--- src/hdl/tct_pkg.sv ---
package tct_pkg;

  // One source byte as it arrives on the input channel.
  typedef struct packed {
    logic [7:0] char_byte;
    logic       final_byte;
  } src_t;

  // One token as it leaves on the output channel.
  typedef struct packed {
    logic [4:0]         token_kind;
    logic signed [31:0] token_value;
    logic               run_done;
    logic               stream_done;
  } token_t;

  typedef enum logic [1:0] {
    CLS_OTHER,
    CLS_DIGIT,
    CLS_LETTER,
    CLS_SYM
  } cls_t;

  // A classified byte, passed from the front end to the scanner.
  typedef struct packed {
    cls_t       cls;
    logic [4:0] sym_kind;
    logic [3:0] dval;
    logic [7:0] ch;
    logic       fin;
  } cmd_t;

  // Token kinds beyond the nine symbols, whose kinds are their table positions.
  localparam logic [4:0] KIND_IF    = 5'd9;
  localparam logic [4:0] KIND_ELSE  = 5'd10;
  localparam logic [4:0] KIND_DO    = 5'd11;
  localparam logic [4:0] KIND_WHILE = 5'd12;
  localparam logic [4:0] KIND_NUM   = 5'd13;
  localparam logic [4:0] KIND_VAR   = 5'd14;
  localparam logic [4:0] KIND_END   = 5'd15;
  localparam logic [4:0] KIND_ERR   = 5'd16;

  localparam int unsigned QUEUE_DEPTH = 4;

endpackage

--- src/hdl/tct_front.sv ---
module tct_front (
  input  logic            clk,
  input  logic            rst,
  input  logic            src_valid,
  output logic            src_stall,
  input  tct_pkg::src_t   src_data,
  input  logic            q_full,
  output logic            q_push,
  output tct_pkg::cmd_t   q_data
);

  localparam int unsigned NUM_SYMS = 9;
  localparam logic [7:0] SYM_CHARS [NUM_SYMS] = '{"{", "}", "=", ";", "(", ")", "+", "-", "<"};

  logic          f_valid;
  tct_pkg::cmd_t cls_cmd;
  logic          load;

  always_comb begin
    logic [7:0] c;
    c = src_data.char_byte;
    cls_cmd.cls      = tct_pkg::CLS_OTHER;
    cls_cmd.sym_kind = '0;
    cls_cmd.dval     = c[3:0];
    cls_cmd.ch       = c;
    cls_cmd.fin      = src_data.final_byte;
    if (c >= "0" && c <= "9") begin
      cls_cmd.cls = tct_pkg::CLS_DIGIT;
    end else if ((c >= "a" && c <= "z") || (c >= "A" && c <= "Z")) begin
      cls_cmd.cls = tct_pkg::CLS_LETTER;
    end else begin
      for (int i = 0; i < NUM_SYMS; i++) begin
        if (c == SYM_CHARS[i]) begin
          cls_cmd.cls      = tct_pkg::CLS_SYM;
          cls_cmd.sym_kind = 5'(i);
        end
      end
    end
  end

  // The stage reloads whenever it is empty or its content moves into the queue.
  assign load      = !f_valid || !q_full;
  assign src_stall = f_valid && q_full;
  assign q_push    = f_valid && !q_full;

  always_ff @(posedge clk) begin
    if (rst) begin
      f_valid <= 1'b0;
    end else if (load) begin
      f_valid <= src_valid;
    end
  end

  always_ff @(posedge clk) begin
    if (load) begin
      q_data <= cls_cmd;
    end
  end

endmodule

--- src/hdl/tct_queue.sv ---
module tct_queue #(
  parameter int unsigned DEPTH = tct_pkg::QUEUE_DEPTH
) (
  input  logic          clk,
  input  logic          rst,
  input  logic          push,
  input  tct_pkg::cmd_t push_data,
  output logic          full,
  input  logic          pop,
  output tct_pkg::cmd_t head,
  output logic          empty
);

  localparam int unsigned PW = (DEPTH > 1) ? $clog2(DEPTH) : 1;
  localparam int unsigned CW = $clog2(DEPTH + 1);

  tct_pkg::cmd_t   mem [DEPTH];
  logic [PW-1:0]   wr_ptr;
  logic [PW-1:0]   rd_ptr;
  logic [CW-1:0]   cnt;

  assign full  = (cnt == CW'(DEPTH));
  assign empty = (cnt == '0);
  assign head  = mem[rd_ptr];

  always_ff @(posedge clk) begin
    if (rst) begin
      wr_ptr <= '0;
      rd_ptr <= '0;
      cnt    <= '0;
    end else begin
      if (push) begin
        wr_ptr <= (wr_ptr == PW'(DEPTH - 1)) ? '0 : wr_ptr + 1'b1;
      end
      if (pop) begin
        rd_ptr <= (rd_ptr == PW'(DEPTH - 1)) ? '0 : rd_ptr + 1'b1;
      end
      if (push && !pop) begin
        cnt <= cnt + 1'b1;
      end else if (pop && !push) begin
        cnt <= cnt - 1'b1;
      end
    end
  end

  always_ff @(posedge clk) begin
    if (push) begin
      mem[wr_ptr] <= push_data;
    end
  end

`ifndef SYNTH
  a_no_overflow: assert property (@(posedge clk) disable iff (rst) push |-> !full)
    else $error("queue written while full");
  a_no_underflow: assert property (@(posedge clk) disable iff (rst) pop |-> !empty)
    else $error("queue read while empty");
`endif

endmodule

--- src/hdl/tct_back.sv ---
module tct_back (
  input  logic             clk,
  input  logic             rst,
  input  logic             q_empty,
  input  tct_pkg::cmd_t    q_head,
  output logic             q_pop,
  output logic             tok_valid,
  input  logic             tok_stall,
  output tct_pkg::token_t  tok_data
);

  typedef enum logic [1:0] {
    MODE_IDLE,
    MODE_NUM,
    MODE_WORD,
    MODE_ERR
  } mode_t;

  localparam int unsigned WORD_DEPTH = 5;
  localparam logic [2:0]  WORD_OVER  = 3'd6;
  localparam int unsigned MAX_TOKS   = 3;

  localparam logic [4:0] KIND_IF    = tct_pkg::KIND_IF;
  localparam logic [4:0] KIND_ELSE  = tct_pkg::KIND_ELSE;
  localparam logic [4:0] KIND_DO    = tct_pkg::KIND_DO;
  localparam logic [4:0] KIND_WHILE = tct_pkg::KIND_WHILE;
  localparam logic [4:0] KIND_NUM   = tct_pkg::KIND_NUM;
  localparam logic [4:0] KIND_VAR   = tct_pkg::KIND_VAR;
  localparam logic [4:0] KIND_END   = tct_pkg::KIND_END;
  localparam logic [4:0] KIND_ERR   = tct_pkg::KIND_ERR;

  localparam logic [30:0]        NUM_MAX  = 31'h7FFF_FFFF;
  localparam logic signed [31:0] NO_VALUE = -32'sd1;
  localparam logic [7:0]         CHAR_A   = "a";

  // acc * 10 + d, saturating at the largest positive 32-bit value.
  function automatic logic [30:0] num_step(input logic [30:0] acc, input logic [3:0] d);
    logic [34:0] v;
    v = {1'b0, acc, 3'b000} + {3'b000, acc, 1'b0} + {31'd0, d};
    return (v > {4'd0, NUM_MAX}) ? NUM_MAX : v[30:0];
  endfunction

  function automatic logic [4:0] word_kind(input logic [4:0][7:0] w, input logic [2:0] len);
    logic [4:0] k;
    k = KIND_ERR;
    if (len == 3'd1) begin
      k = KIND_VAR;
    end else if (len == 3'd2 && w[0] == "i" && w[1] == "f") begin
      k = KIND_IF;
    end else if (len == 3'd2 && w[0] == "d" && w[1] == "o") begin
      k = KIND_DO;
    end else if (len == 3'd4 && w[0] == "e" && w[1] == "l" && w[2] == "s" && w[3] == "e") begin
      k = KIND_ELSE;
    end else if (len == 3'd5 && w[0] == "w" && w[1] == "h" && w[2] == "i" && w[3] == "l"
                 && w[4] == "e") begin
      k = KIND_WHILE;
    end
    return k;
  endfunction

  function automatic logic signed [31:0] var_value(input logic [7:0] c);
    return $signed({24'd0, c} - {24'd0, CHAR_A});
  endfunction

  function automatic tct_pkg::token_t mk_tok(input logic [4:0] kind,
                                             input logic signed [31:0] value,
                                             input logic sdone);
    tct_pkg::token_t t;
    t.token_kind  = kind;
    t.token_value = value;
    t.run_done    = 1'b0;
    t.stream_done = sdone;
    return t;
  endfunction

  mode_t                  mode;
  mode_t                  mode_next;
  logic [30:0]            acc;
  logic [30:0]            acc_next;
  logic [2:0]             len;
  logic [2:0]             len_next;
  logic [4:0][7:0]        letters;
  logic                   let_we;
  logic [2:0]             let_idx;
  tct_pkg::token_t        b_tok [MAX_TOKS];
  tct_pkg::token_t        nb_tok [MAX_TOKS];
  logic [1:0]             b_cnt;
  logic [1:0]             nb_cnt;
  logic                   out_free;

  assign out_free = !tok_valid || !tok_stall;
  // A new byte is taken once the tokens of the previous one are all handed on.
  assign q_pop = !q_empty && (b_cnt == 2'd0 || (b_cnt == 2'd1 && out_free));

  always_comb begin
    mode_t           m;
    tct_pkg::cls_t   cls;
    logic            stop;
    logic [30:0]     a;
    logic [2:0]      l;
    logic [4:0]      k;
    logic [4:0][7:0] view;
    logic [1:0]      n;

    m        = mode;
    cls      = q_head.cls;
    stop     = 1'b0;
    a        = acc;
    l        = len;
    k        = KIND_ERR;
    view     = letters;
    n        = 2'd0;
    mode_next = mode;
    acc_next  = acc;
    len_next  = len;
    let_we    = 1'b0;
    let_idx   = len;
    for (int i = 0; i < MAX_TOKS; i++) begin
      nb_tok[i] = mk_tok(KIND_END, NO_VALUE, 1'b0);
    end

    if (mode == MODE_ERR) begin
      // Everything up to the final byte is swallowed.
      if (q_head.fin) begin
        mode_next = MODE_IDLE;
      end
    end else begin
      if (m == MODE_NUM && (cls != tct_pkg::CLS_DIGIT || q_head.fin)) begin
        if (cls == tct_pkg::CLS_DIGIT) begin
          a   = num_step(acc, q_head.dval);
          cls = tct_pkg::CLS_OTHER;
        end
        nb_tok[n] = mk_tok(KIND_NUM, $signed({1'b0, a}), 1'b0);
        n = n + 1'b1;
        m = MODE_IDLE;
      end
      if (m == MODE_WORD && (cls != tct_pkg::CLS_LETTER || q_head.fin)) begin
        if (cls == tct_pkg::CLS_LETTER) begin
          if (len < 3'(WORD_DEPTH)) begin
            view[len] = q_head.ch;
            l = len + 1'b1;
          end else begin
            l = WORD_OVER;
          end
          cls = tct_pkg::CLS_OTHER;
        end
        k = word_kind(view, l);
        m = MODE_IDLE;
        if (k == KIND_ERR) begin
          nb_tok[n] = mk_tok(KIND_ERR, NO_VALUE, 1'b1);
          n = n + 1'b1;
          m = q_head.fin ? MODE_IDLE : MODE_ERR;
          stop = 1'b1;
        end else begin
          nb_tok[n] = mk_tok(k, (k == KIND_VAR) ? var_value(view[0]) : NO_VALUE, 1'b0);
          n = n + 1'b1;
        end
      end
      if (!stop) begin
        if (cls == tct_pkg::CLS_SYM) begin
          nb_tok[n] = mk_tok(q_head.sym_kind, NO_VALUE, 1'b0);
          n = n + 1'b1;
        end
        if (cls == tct_pkg::CLS_DIGIT) begin
          a = num_step((m == MODE_NUM) ? acc : 31'd0, q_head.dval);
          acc_next = a;
          m = MODE_NUM;
          if (q_head.fin) begin
            nb_tok[n] = mk_tok(KIND_NUM, $signed({1'b0, a}), 1'b0);
            n = n + 1'b1;
            m = MODE_IDLE;
          end
        end
        if (cls == tct_pkg::CLS_LETTER) begin
          l = (m == MODE_WORD) ? len : 3'd0;
          if (l < 3'(WORD_DEPTH)) begin
            let_we   = 1'b1;
            let_idx  = l;
            len_next = l + 1'b1;
          end else begin
            len_next = WORD_OVER;
          end
          m = MODE_WORD;
          // A word that opens on the final byte has one letter, so it is a variable.
          if (q_head.fin) begin
            nb_tok[n] = mk_tok(KIND_VAR, var_value(q_head.ch), 1'b0);
            n = n + 1'b1;
            m = MODE_IDLE;
          end
        end
        if (q_head.fin) begin
          nb_tok[n] = mk_tok(KIND_END, NO_VALUE, 1'b1);
          n = n + 1'b1;
          m = MODE_IDLE;
        end
      end
      mode_next = m;
    end

    if (n != 2'd0) begin
      nb_tok[n - 1'b1].run_done = 1'b1;
    end
    nb_cnt = n;
  end

  always_ff @(posedge clk) begin
    if (rst) begin
      mode      <= MODE_IDLE;
      acc       <= '0;
      len       <= '0;
      b_cnt     <= '0;
      tok_valid <= 1'b0;
    end else begin
      if (q_pop) begin
        mode <= mode_next;
        acc  <= acc_next;
        len  <= len_next;
      end
      if (out_free) begin
        tok_valid <= (b_cnt != 2'd0);
      end
      if (q_pop) begin
        b_cnt <= nb_cnt;
      end else if (out_free && b_cnt != 2'd0) begin
        b_cnt <= b_cnt - 1'b1;
      end
    end
    if (q_pop && let_we) begin
      letters[let_idx] <= q_head.ch;
    end
    // Pending tokens shift toward the output register one per transfer.
    if (out_free && b_cnt != 2'd0) begin
      tok_data <= b_tok[0];
    end
    if (q_pop) begin
      b_tok <= nb_tok;
    end else if (out_free && b_cnt != 2'd0) begin
      b_tok[0] <= b_tok[1];
      b_tok[1] <= b_tok[2];
    end
  end

`ifndef SYNTH
  a_close_is_last: assert property (@(posedge clk) disable iff (rst)
      tok_valid && tok_data.stream_done |-> tok_data.run_done)
    else $error("closing token is not the last of its byte");
  a_err_silent: assert property (@(posedge clk) disable iff (rst)
      q_pop && mode == MODE_ERR |-> nb_cnt == 2'd0)
    else $error("token produced while swallowing after an error");
  a_end_closes: assert property (@(posedge clk) disable iff (rst)
      tok_valid && tok_data.token_kind == KIND_END |-> tok_data.stream_done)
    else $error("end token without stream_done");
`endif

endmodule

--- src/hdl/tiny_c_tokenizer.sv ---
// Byte-stream lexer for a tiny C-like language.
// The src channel takes one source byte per transfer (char_byte, with final_byte
// marking the last byte of a text); the tok channel gives tokens, each with its
// kind, value, run_done on the last token a byte causes and stream_done on the
// end or error token that closes a text. A byte causes zero to three tokens.
// A byte passes a classifying front stage and a command queue of QUEUE_DEPTH
// entries, then the scanner, which keeps the pending number or word and builds
// all of that byte's tokens together; an output register hands them out one
// per transfer. A byte's first token passes the front register, the queue,
// the scanner's token buffer and the output register. Bytes go in at one per
// cycle while each causes at most one token and tok does not stall; a byte with
// more holds the scanner while its tokens pass the single output register.
// A stall on tok holds the output register; the queue then fills and src_stall
// rises. Reset empties the stages and the queue and returns the scanner to
// idle with the number cleared; no token is pending after reset.
module tiny_c_tokenizer #(
  parameter int unsigned QUEUE_DEPTH = tct_pkg::QUEUE_DEPTH
) (
  input  logic            clk,
  input  logic            rst,
  input  logic            src_valid,
  output logic            src_stall,
  input  tct_pkg::src_t   src_data,
  output logic            tok_valid,
  input  logic            tok_stall,
  output tct_pkg::token_t tok_data
);

  logic          q_full;
  logic          q_push;
  tct_pkg::cmd_t q_data;
  logic          q_pop;
  logic          q_empty;
  tct_pkg::cmd_t q_head;

  tct_front u_front (
    .clk       (clk),
    .rst       (rst),
    .src_valid (src_valid),
    .src_stall (src_stall),
    .src_data  (src_data),
    .q_full    (q_full),
    .q_push    (q_push),
    .q_data    (q_data)
  );

  tct_queue #(
    .DEPTH (QUEUE_DEPTH)
  ) u_queue (
    .clk       (clk),
    .rst       (rst),
    .push      (q_push),
    .push_data (q_data),
    .full      (q_full),
    .pop       (q_pop),
    .head      (q_head),
    .empty     (q_empty)
  );

  tct_back u_back (
    .clk       (clk),
    .rst       (rst),
    .q_empty   (q_empty),
    .q_head    (q_head),
    .q_pop     (q_pop),
    .tok_valid (tok_valid),
    .tok_stall (tok_stall),
    .tok_data  (tok_data)
  );

endmodule
--- config.mk ---
export PLATFORM = sky130hd
export DESIGN_NAME = tiny_c_tokenizer
export DESIGN_NICKNAME = d
export VERILOG_FILES = /design/src/hdl/tct_pkg.sv /design/src/hdl/tct_front.sv /design/src/hdl/tct_queue.sv /design/src/hdl/tct_back.sv /design/src/hdl/tiny_c_tokenizer.sv
export SDC_FILE = /design/constraint.sdc
export NUM_CORES = 1
export LEC_CHECK = 0
export ABC_AREA = 0
export ABC_CLOCK_PERIOD_IN_PS = 5900
export BUFFER_PORTS_ARGS = -buffer_cell sky130_fd_sc_hd__buf_2
export CORE_MARGIN = 5
export CORE_UTILIZATION = 55
export CTS_CLUSTER_SIZE = 24
export DETAILED_ROUTE_END_ITERATION = 10
export GPL_TIMING_DRIVEN = 0
export PLACE_DENSITY = 0.78
export SLEW_MARGIN = 25
export SYNTH_ARGS = -nofsm -noshare
export SYNTH_HDL_FRONTEND = slang
export SYNTH_SLANG_ARGS = --single-unit
--- constraint.sdc ---
create_clock -name clk -period 5.9 [get_ports clk]
set_input_delay 0.59 -clock clk [delete_from_list [all_inputs] [get_ports clk]]
set_output_delay 0.59 -clock clk [all_outputs]
set_load 0.01 [all_outputs]
Yosys cells after proc, flatten, opt, wreduce, memory -nomap -nowiden
Memory sizes are Yosys's and may differ from the RTL's. A register that Yosys moved wholly into a read port is not among the register bits.
Cells that the tools add are included.

cells by class
  bitwise operators = 14
  muxes and demuxes = 137
  $lt $le $gt $ge = 26
  equality and inequality tests = 45
  reduce and logical (&&, ||, !) cells = 59
  add/sub/neg operators = 19

operator list
  kind                                                                                count
  117-bit two-way mux                                                                 18
  117-bit bitwise mux                                                                 5
  39-bit demux with 2-bit select                                                      6
  39-bit two-way mux                                                                  6
  40-bit two-way mux                                                                  4
  78-bit two-way mux                                                                  2
  31-bit two-way mux                                                                  4
  8-bit by 7-bit == test with 1-bit output (second input constant)                    15
  111-bit bitwise OR                                                                  1
  102-bit bitwise OR                                                                  1
  2-bit two-way mux                                                                   45
  40-bit bitwise mux                                                                  2
  34-bit by 32-bit adder with 35-bit output                                           2
  35-bit by 4-bit adder with 35-bit output                                            2
  35-bit by 31-bit greater-than comparator with 1-bit output (second input constant)  2
  7-bit two-way mux                                                                   9
  8-bit by 6-bit == test with 1-bit output (second input constant)                    7
  8-bit demux with 3-bit select                                                       2
  3-bit two-way mux                                                                   12
  36-bit two-way mux                                                                  1
  5-bit two-way mux                                                                   7
  1-bit logical AND                                                                   34
  32-bit two-way mux                                                                  1
  3-bit >= comparator (second input constant)                                         6
  40 further kinds                                                                    106

storage, ports and cells
  memories kept = 1
  RAM bits = 80
  output and inout bits = 41
  logic and storage cells = 338
  bits in registers = 263

memories
  name         words  width  rd ports  clocked after Yosys merged registers in  wr ports  RTL line         RTL
  u_queue.mem  4      20     1         1                                        1         tct_queue.sv:17  tct_pkg::cmd_t mem [DEPTH];

Longest topological paths before layout
Gate-level depths: netlist of the first run.

  depth in word-level cells = 52
  gate-level depth with buffers = 24
  mapped depth without buffers = 19

Modules after synthesis
From an unflattened synthesis of the first run, not the netlist that was laid out.

unflattened totals
  cell total of the unflattened synthesis = 2010
  area, all modules = 20816.2 um^2

modules (own cells, without submodules)
  module     sequential area each (um^2)  area an instance (um^2)  instances  cells an instance
  tct_back   6666.4                       16743.6                  1          1803
  tct_queue  2582.5                       3325.7                   1          148
  tct_front  470.5                        747.0                    1          59

Worst setup path after synthesis of the first run
OpenSTA, ideal clock, no wires.

  path kind = register -> register
  start = reg (tool-made name)
  end = reg u_back.b_tok[94] in the netlist's numbering (data pin)
  setup time = 275 ps
  required time = 5625 ps
  period minus slack after synthesis = 5535 ps
  path buffers = 5
  cell stages (with the launch flop) = 23
  path slack = 365 ps
  arrival = 5260 ps
  path through = dfxtp_1 > buf_6 > buf_6 > mux4_2 > buf_1 > nor2_1 > nor2_1 > buf_1 > inv_1 > ha_1 > xnor2_1 > inv_1 > ha_1 > mux2_2 > ha_1 > mux2i_1 > inv_1 > ha_1 > nand2_1 > o211ai_1 > nor4_4 > buf_2 > a221oi_1

RTL lines
  element               RTL line         RTL
  to (signal assigned)  tct_back.sv:236  b_tok <= nb_tok;
  to (decl)             tct_back.sv:85   tct_pkg::token_t b_tok [MAX_TOKS];

==> impl_metrics.csv, run 1 <==
group,metric,value,unit
route,drt_first_pass_iters,6,
timing,slew_viol_final,0,
power,total_leakage_power,8.37,nW
yosys,synth_seq_area_share,0.463,
timing,timing.setup.tns,0,ps
floorplan,io-pin-count,54,
clock_tree,clock_latency,540,ps
yosys,synth.top_cells.by_area,"edfxtp_1 41%, ha_1 9.5%, dfxtp_1 5.0%, nor2_1 3.4%, a21oi_1 3.4%",
yosys,synth.top_cell.area_share,0.413,
timing,max-slew-margin-rel,0.348,
power,power_per_cell_area,475,nW/um^2
power,p_sw_frac,0.403,
timing,timing.fmax,0.174,GHz
route,route.detailed.drc,0,
yosys,yosys_register_bits,319,
setup_path,critPathMaxFanout,10,
route,drtAntennaViolNets,0,
worst_hold_path,hp-start,"src_data[0]",
placed_design,placement.setup.worst_slack,-1470,ps
floorplan,rows,69,
setup_path,r2r_end,"u_back.b_tok[84]",
setup_path,cp_num_buf_inv,6,
setup_path,critical_path_end_type,"flip-flop",
floorplan,die-width,199,microns
global_route,initial_antenna_violation_count,1,
timing,setup_viol_count_final,0,
global_route,grt-ovfl-total,0,
yosys,synth-edff-count,270,
clock_tree,cts_max_level,2,
setup_path,crit_path_cell_trace,"buf_6 > mux4_2 > nand2b_1 > buf_6 > nor3_4 > clkbuf_8 > clkbuf_2 > and2_1 > ha_1 > ha_1 > a21o_1 > a31o_2 > or4_1 > o32ai_2 > mux2_4 > a311o_1 > buf_6 > nor2_8 > buf_8 > a221oi_1 > o32a_1",
global_route,grt_pass1_vias,15700,
worst_hold_path,whs_endpoint,"u_front.q_data[0]",
clock_tree,cts-hold-fix-buffers,0,
cells_and_area,drive_gt1_frac,0.153,
cells_and_area,areaGrowthSynthToFinish,14.0,%
route,route.vias.total,16200,
timing,hold_viol,0,
floorplan,floorplan.core_area,35400,sq um
placed_design,globalplace.congestion,0.992,
setup_path,critPathMaxStageDelay,510,ps
clock_tree,cts_tree,"yes",
cells_and_area,net_total_in_the_final_layout,2131,
setup_path,worst-setup-path-type,"flip-flop to flip-flop",
power,power.share.combinational,0.435,
yosys,asyncSetResetFlopFracSynth,0,
timing,fin_worst_hold_slack,261,ps
yosys,syn_area,19600,sq um
route,drt_first_iter_violations,1761,
power,max-vdd-ir-drop,0.317,mV
yosys,synthesis.nets,2018,
clock_tree,clock_path_buffers,3,
yosys,synth_flop_cell,"edfxtp_1",
yosys,synth-warning-count,0,
floorplan,dieHeight,199,microns
floorplan,initial_core_util,0.554,
power,p_sw,0.00428,W
timing,final.setup_skew,28.4,ps
setup_path,crit_arrival,6020,ps
clock_tree,cts.clk_slew.worst_paths,60,ps
cells_and_area,antenna-diode-count,0,
yosys,netlist_instances,1852,
worst_hold_path,worst_hold_path_type,"input pin to flip-flop",
route,avgViaCountPerCell,6.59,
flow_run,number_of_violations_of_the_max_capacitance_limit,0,
power,internal-power,0.00634,W
placed_design,io_buffer_count,53,
setup_path,worst_setup_path_start_kind,"flip-flop",
setup_path,critical-path-top-cell-by-count,"buf_6",
yosys,syn-mean-instance-area,10.6,sq um
clock_tree,cts_root_buf,"clkbuf_16",
setup_path,worstPathRequired,6170,ps
setup_path,ff2ff_setup_slack,150,ps
power,seqPwrFrac,0.346,
global_route,grt_pass1_wl,88000,microns
timing,timing.final.ws_setup,146,ps
yosys,synth_largest_area_cell,"edfxtp_1",
clock_tree,clkSinkCount,319,
global_route,grt_usage,0.286,
yosys,synth.distinct_cells,98,
setup_path,timing.critical_path.slowest_stage_cell,"mux4_2",
clock_tree,cts_buffers,35,
status,status,"finished clean",
timing,max_slew.worst_pin.slew,968,ps
timing,layout_worst_path_cycle_share,0.975,
worst_hold_path,hold-path-cell-count,1,
setup_path,reg2regPathDepth,21,
global_route,grt_max_degree,55,
placed_design,dp_hpwl,42000,microns
power,clockPowerShare,0.220,
route,route.final.wire_length,58000,microns
setup_path,family_with_the_most_delay_on_the_worst_path,"compound AO/OA/AOI/OAI gates",
route,wire_per_inst,23.6,microns
floorplan,die_area,39600,sq um
timing,period_needed,5750,ps
## state kept, by name, indices dropped and copies added, names as in the netlist, named ones only
signal and cells:
u_front.f_valid 1, u_back.len 3, u_back.mode 2, u_back.acc 31, u_queue.rd_ptr 2, u_back.letters 40
u_queue.wr_ptr 2, u_back.b_tok 116, u_back.tok_valid 1, u_back.tok_data 39, u_queue.cnt 3, u_queue.mem 60
u_back.b_cnt 2, u_front.q_data 15
## worst reg2reg max path, delay by kind of cell (launching register included)
kind | cells | cell delay [ps]
AO/OA/AOI/OAI | 6 | 1390
buffers and inverters | 6 | 980
adder cells (fa/ha/maj) | 2 | 600
flip-flops | 1 | 330
multiplexers | 2 | 870
AND/OR/NAND/NOR | 5 | 1320
## area by class of cell
class,instances,area (sq um)
clock inverter,18,259
tap,461,577
sequential,319,9090
inverter,51,191
fill,2741,13000
clock buffer,45,956
multi-input combinational,1380,10200
timing repair buffer,82,568
buffer,96,544
## through the flow
stage,area [sq um],util,instances,total power (W)
2_1_floorplan,19600,-,1852,0.00655
3_3_place_gp,20500,0.578,2366,0.00790
3_5_place_dp,20600,0.582,2370,0.00805
4_1_cts,22100,0.625,2446,0.0104
5_1_grt,22400,0.632,2452,0.0111
6_report,22400,0.632,2452,0.0106
## power groups by stage
| stage | registers [W] | logic, W | clock network, W |
|---|---|---|---|
| 3_3_place_gp | 0.00376 | 0.00414 | 0 |
| 6_report | 0.00367 | 0.00461 | 0.00233 |
| 4_1_cts | 0.00366 | 0.00443 | 0.00235 |
| 3_5_place_dp | 0.00370 | 0.00434 | 0 |
| 5_1_grt | 0.00371 | 0.00495 | 0.00244 |
| 2_1_floorplan | 0.00368 | 0.00286 | 0 |
## worst max-delay path by stage
stage | endpoint | cells past startpoint
2_1_floorplan | u_back.b_tok[94] | 22
4_1_cts | u_back.b_tok[108] | 21
3_3_place_gp | u_back.b_tok[100] | 3
3_5_place_dp | u_back.b_tok[94] | 22
6_report | u_back.b_tok[84] | 21
5_1_grt | u_back.b_tok[96] | 20
## metal layers
| layer | part of all wire | global-route usage | routed length (microns) |
|---|---|---|---|
| met5 | 0 | 0 | 0 |
| met4 | 0.040 | 0.106 | 2330 |
| met3 | 0.10 | 0.0644 | 5890 |
| met2 | 0.46 | 0.459 | 26800 |
| met1 | 0.40 | 0.382 | 23000 |
## cell families after synthesis
group                      Yosys count  share of synthesized area
muxes                               37                     0.0299
xor gates and xnor gates            78                     0.0348
DFF                                319                      0.463
buffers and inverters              153                     0.0355
other                                1                   0.000191
adders and majority gates          154                     0.0996
AOI/OAI and AO/OA                  541                      0.192
and+or+nand+nor                    569                      0.145
## cell usage after synthesis (10+ instances only)
master	n
edfxtp_1	270
nor2_1	177
ha_1	149
nand2_1	138
a21oi_1	132
o21ai_0	91
clkbuf_1	62
dfxtp_1	49
inv_1	48
and2_1	47
xnor2_1	47
o211ai_1	38
nor3_1	34
o21ai_1	32
xor2_1	31
nand2b_1	29
a21o_1	27
a211oi_2	26
nand3_1	25
a221oi_1	22
nand4_1	20
o31ai_1	20
and3_1	19
mux2i_1	17
mux4_2	17
nor2b_1	17
a211oi_1	16
buf_2	14
o22ai_1	14
a31oi_1	12
o221ai_1	11
a221o_1	10
buf_6	10
## cells in the final DEF, fill, tap and decap left out, types with 28 or more instances in the layout
| cell type | instances |
|---|---|
| nor3_1 | 34 |
| xor2_1 | 31 |
| nor2_1 | 172 |
| ha_1 | 138 |
| nand2b_1 | 28 |
| a21oi_1 | 125 |
| o21ai_1 | 33 |
| buf_4 | 32 |
| dfxtp_1 | 49 |
| o21ai_0 | 86 |
| clkbuf_1 | 56 |
| and2_1 | 46 |
| xnor2_1 | 46 |
| inv_1 | 48 |
| clkbuf_16 | 38 |
| nand2_1 | 135 |
| edfxtp_1 | 270 |
| o211ai_1 | 38 |
| buf_2 | 64 |
## what timing repair did
item | 4_1_cts | 5_1_grt
setup endpoints to repair | 145 | 102
pin swaps | 14 | 16
buffers inserted | 15 | 9
gates resized for setup | 48 | 49
gates cloned | 0 | 1
No activity file was read; power rests on OpenSTA's default activity.
==> run 2: changes to the inputs <==
--- a/config.mk
+++ b/config.mk
@@ -8,7 +8,6 @@
 export ABC_AREA = 0
 export ABC_CLOCK_PERIOD_IN_PS = 5900
 export BUFFER_PORTS_ARGS = -buffer_cell sky130_fd_sc_hd__buf_2
-export CORE_MARGIN = 5
 export CORE_UTILIZATION = 55
 export CTS_CLUSTER_SIZE = 24
 export DETAILED_ROUTE_END_ITERATION = 10
==> impl_metrics.csv, run 2 (synthesized netlist as in run 1, its figures left out) <==
group,metric,value,unit
global_route,grt_pass1_vias,15400,
clock_tree,clock_path_buffers,3,
cells_and_area,final-seq-area,9090,sq um
timing,slew_viol_final,0,
floorplan,initial_core_util,0.564,
route,route.detailed.drc,0,
setup_path,worst_setup_path_start_kind,"flip-flop",
clock_tree,cts_max_level,2,
flow_run,number_of_violations_of_the_max_capacitance_limit,0,
timing,timing.fmax,0.172,GHz
setup_path,critPathMaxFanout,8,
floorplan,io-pin-count,54,
setup_path,r2r_end,"u_back.b_tok[100]",
setup_path,critical_path_end_type,"flip-flop",
cells_and_area,areaGrowthSynthToFinish,15.6,%
setup_path,reg2regPathDepth,24,
setup_path,crit_arrival,6080,ps
cells_and_area,antenna-diode-count,0,
global_route,grt_usage,0.314,
route,drt_first_iter_violations,1877,
cells_and_area,top_register,"u_back.b_tok",
global_route,grt_pass1_wl,87400,microns
cells_and_area,design_area,22700,sq um
setup_path,timing.critical_path.slowest_stage_cell,"a2111oi_4",
timing,setup_viol_count_final,0,
clock_tree,cts_root_buf,"clkbuf_16",
route,drtAntennaViolNets,0,
placed_design,globalplace.congestion,0.969,
setup_path,critical-path-top-cell-by-count,"buf_6",
worst_hold_path,hp-start,"src_data[0]",
setup_path,cp_num_buf_inv,9,
clock_tree,clkSinkCount,319,
floorplan,die-width,191,microns
route,route.vias.total,16300,
cells_and_area,mostFrequentLayoutCell,"edfxtp_1",
global_route,grt_use_met1,0.428,
setup_path,worst-setup-path-type,"flip-flop to flip-flop",
cells_and_area,largest_register_ff_count,116,
global_route,initial_antenna_violation_count,0,
global_route,grtUsageMet2,0.499,
power,power_per_cell_area,473,nW/um^2
clock_tree,cts-hold-fix-buffers,0,
global_route,grt_max_degree,48,
timing,layout_worst_path_cycle_share,0.986,
timing,final.setup_skew,39.6,ps
floorplan,rows,68,
power,total_leakage_power,8.50,nW
floorplan,floorplan.core_area,34800,sq um
timing,max_slew.worst_pin.slew,1050,ps
worst_hold_path,worst_hold_path_type,"input pin to flip-flop",
worst_hold_path,whs_endpoint,"u_front.q_data[0]",
timing,rsz0062_at_grt,"yes",
setup_path,ff2ff_setup_slack,80,ps
floorplan,dieHeight,191,microns
timing,timing.setup.tns,0,ps
setup_path,critPathMaxStageDelay,540,ps
clock_tree,clock_latency,550,ps
timing,max-slew-margin-rel,0.302,
placed_design,post_dp_cell_area,20600,sq um
cells_and_area,multi_input_area,10400,sq um
worst_hold_path,hold-path-cell-count,1,
route,route.final.wire_length,57800,microns
setup_path,worstPathRequired,6160,ps
route,drt_first_pass_iters,6,
clock_tree,cts.clk_slew.worst_paths,60,ps
power,max-vdd-ir-drop,0.329,mV
cells_and_area,net_total_in_the_final_layout,2150,
route,wire_per_inst,23.4,microns
global_route,top_usage_layer,"met2",
setup_path,crit_path_cell_trace,"buf_6 > mux4_2 > nand2b_4 > buf_6 > nor3_4 > clkbuf_8 > buf_4 > buf_4 > and2_1 > ha_1 > ha_4 > nand4b_1 > a2111oi_4 > o21a_1 > buf_4 > o32ai_4 > mux2_4 > a311o_1 > buf_6 > nor2_8 > buf_8 > buf_6 > a221o_1 > a221oi_2",
placed_design,io_buffer_count,53,
status,status,"finished clean",
global_route,grt-ovfl-total,0,
cells_and_area,fillCellCount,2635,
global_route,grt_use_met3,0.0477,
clock_tree,cts_tree,"yes",
timing,hold_viol,0,
placed_design,dp_hpwl,41600,microns
cells_and_area,final_cell_mix,"270 x edfxtp_1, 171 x nor2_1, 135 x ha_1",
cells_and_area,top_regs,"u_back.b_tok (116), u_queue.mem (60), u_back.letters (40)",
timing,period_needed,5820,ps
cells_and_area,drive_gt1_frac,0.172,
setup_path,family_with_the_most_delay_on_the_worst_path,"compound AO/OA/AOI/OAI gates",
floorplan,die_area,36400,sq um
route,avgViaCountPerCell,6.60,
clock_tree,cts_buffers,36,
## run 2: per-layer routing
layer	wire length (microns)	vias to the layer above
li1	-	7306
met1	23800	7827
met2	26500	946
met3	5070	200
met4	2450	0
met5	0	-
## run 2: repair_timing
item | CTS | global route
pin swaps | 8 | 24
gates cloned | 0 | 0
buffers inserted | 14 | 28
resized for setup | 50 | 80
setup endpoints to repair | 145 | 100
## run 2: stage by stage
step	std cells	worst slack, ps	hold slack (ps)	power (W)	utilization
2_1_floorplan	1852	365	400	0.00655	-
3_3_place_gp	2360	-1560	401	0.00787	0.588
3_5_place_dp	2364	-1450	405	0.00803	0.591
4_1_cts	2440	51.5	246	0.0104	0.635
5_1_grt	2466	-55.9	246	0.0112	0.652
6_report	2466	80.0	252	0.0107	0.652
## run 2: layout make-up
| cell class | instances | area share |
|---|---|---|
| Clock inverter | 26 | 0.0124 |
| Multi-Input combinational cell | 1380 | 0.458 |
| Buffer | 97 | 0.0243 |
| Clock buffer | 39 | 0.0412 |
| Sequential cell | 319 | 0.401 |
| Tap cell | 455 | 0.0251 |
| Timing Repair Buffer | 99 | 0.0301 |
| Inverter | 51 | 0.00844 |
## run 2: how the worst max path moves through the flow
stage	end	slack [ps]	cells after the start
global route	u_back.b_tok[6]	-60	25
finish	u_back.b_tok[100]	80	24
CTS	u_back.b_tok[84]	50	23
global placement	u_back.b_tok[86]	-1560	3
detailed placement	u_back.b_tok[94]	-1450	22
floorplan	u_back.b_tok[94]	370	22
## run 2: where the power goes
group / total, W / internal (W) / switching [W] / leakage [nW]
Combinational: 0.00473 / 0.00160 / 0.00313 / 5.14
Sequential: 0.00368 / 0.00337 / 0.000313 / 2.77
Clock: 0.00232 / 0.00138 / 0.000942 / 0.584
Total: 0.0107 / 0.00635 / 0.00438 / 8.50
## run 2: worst register-to-register path: cells and delay by family, from the launching register on
kind | cells | cell delay (ps)
AOI/OAI and AO/OA | 6 | 1450
buffers and inverters | 9 | 1310
DFF | 1 | 320
and+or+nand+nor | 5 | 1010
muxes | 2 | 870
adders and majority gates | 2 | 580
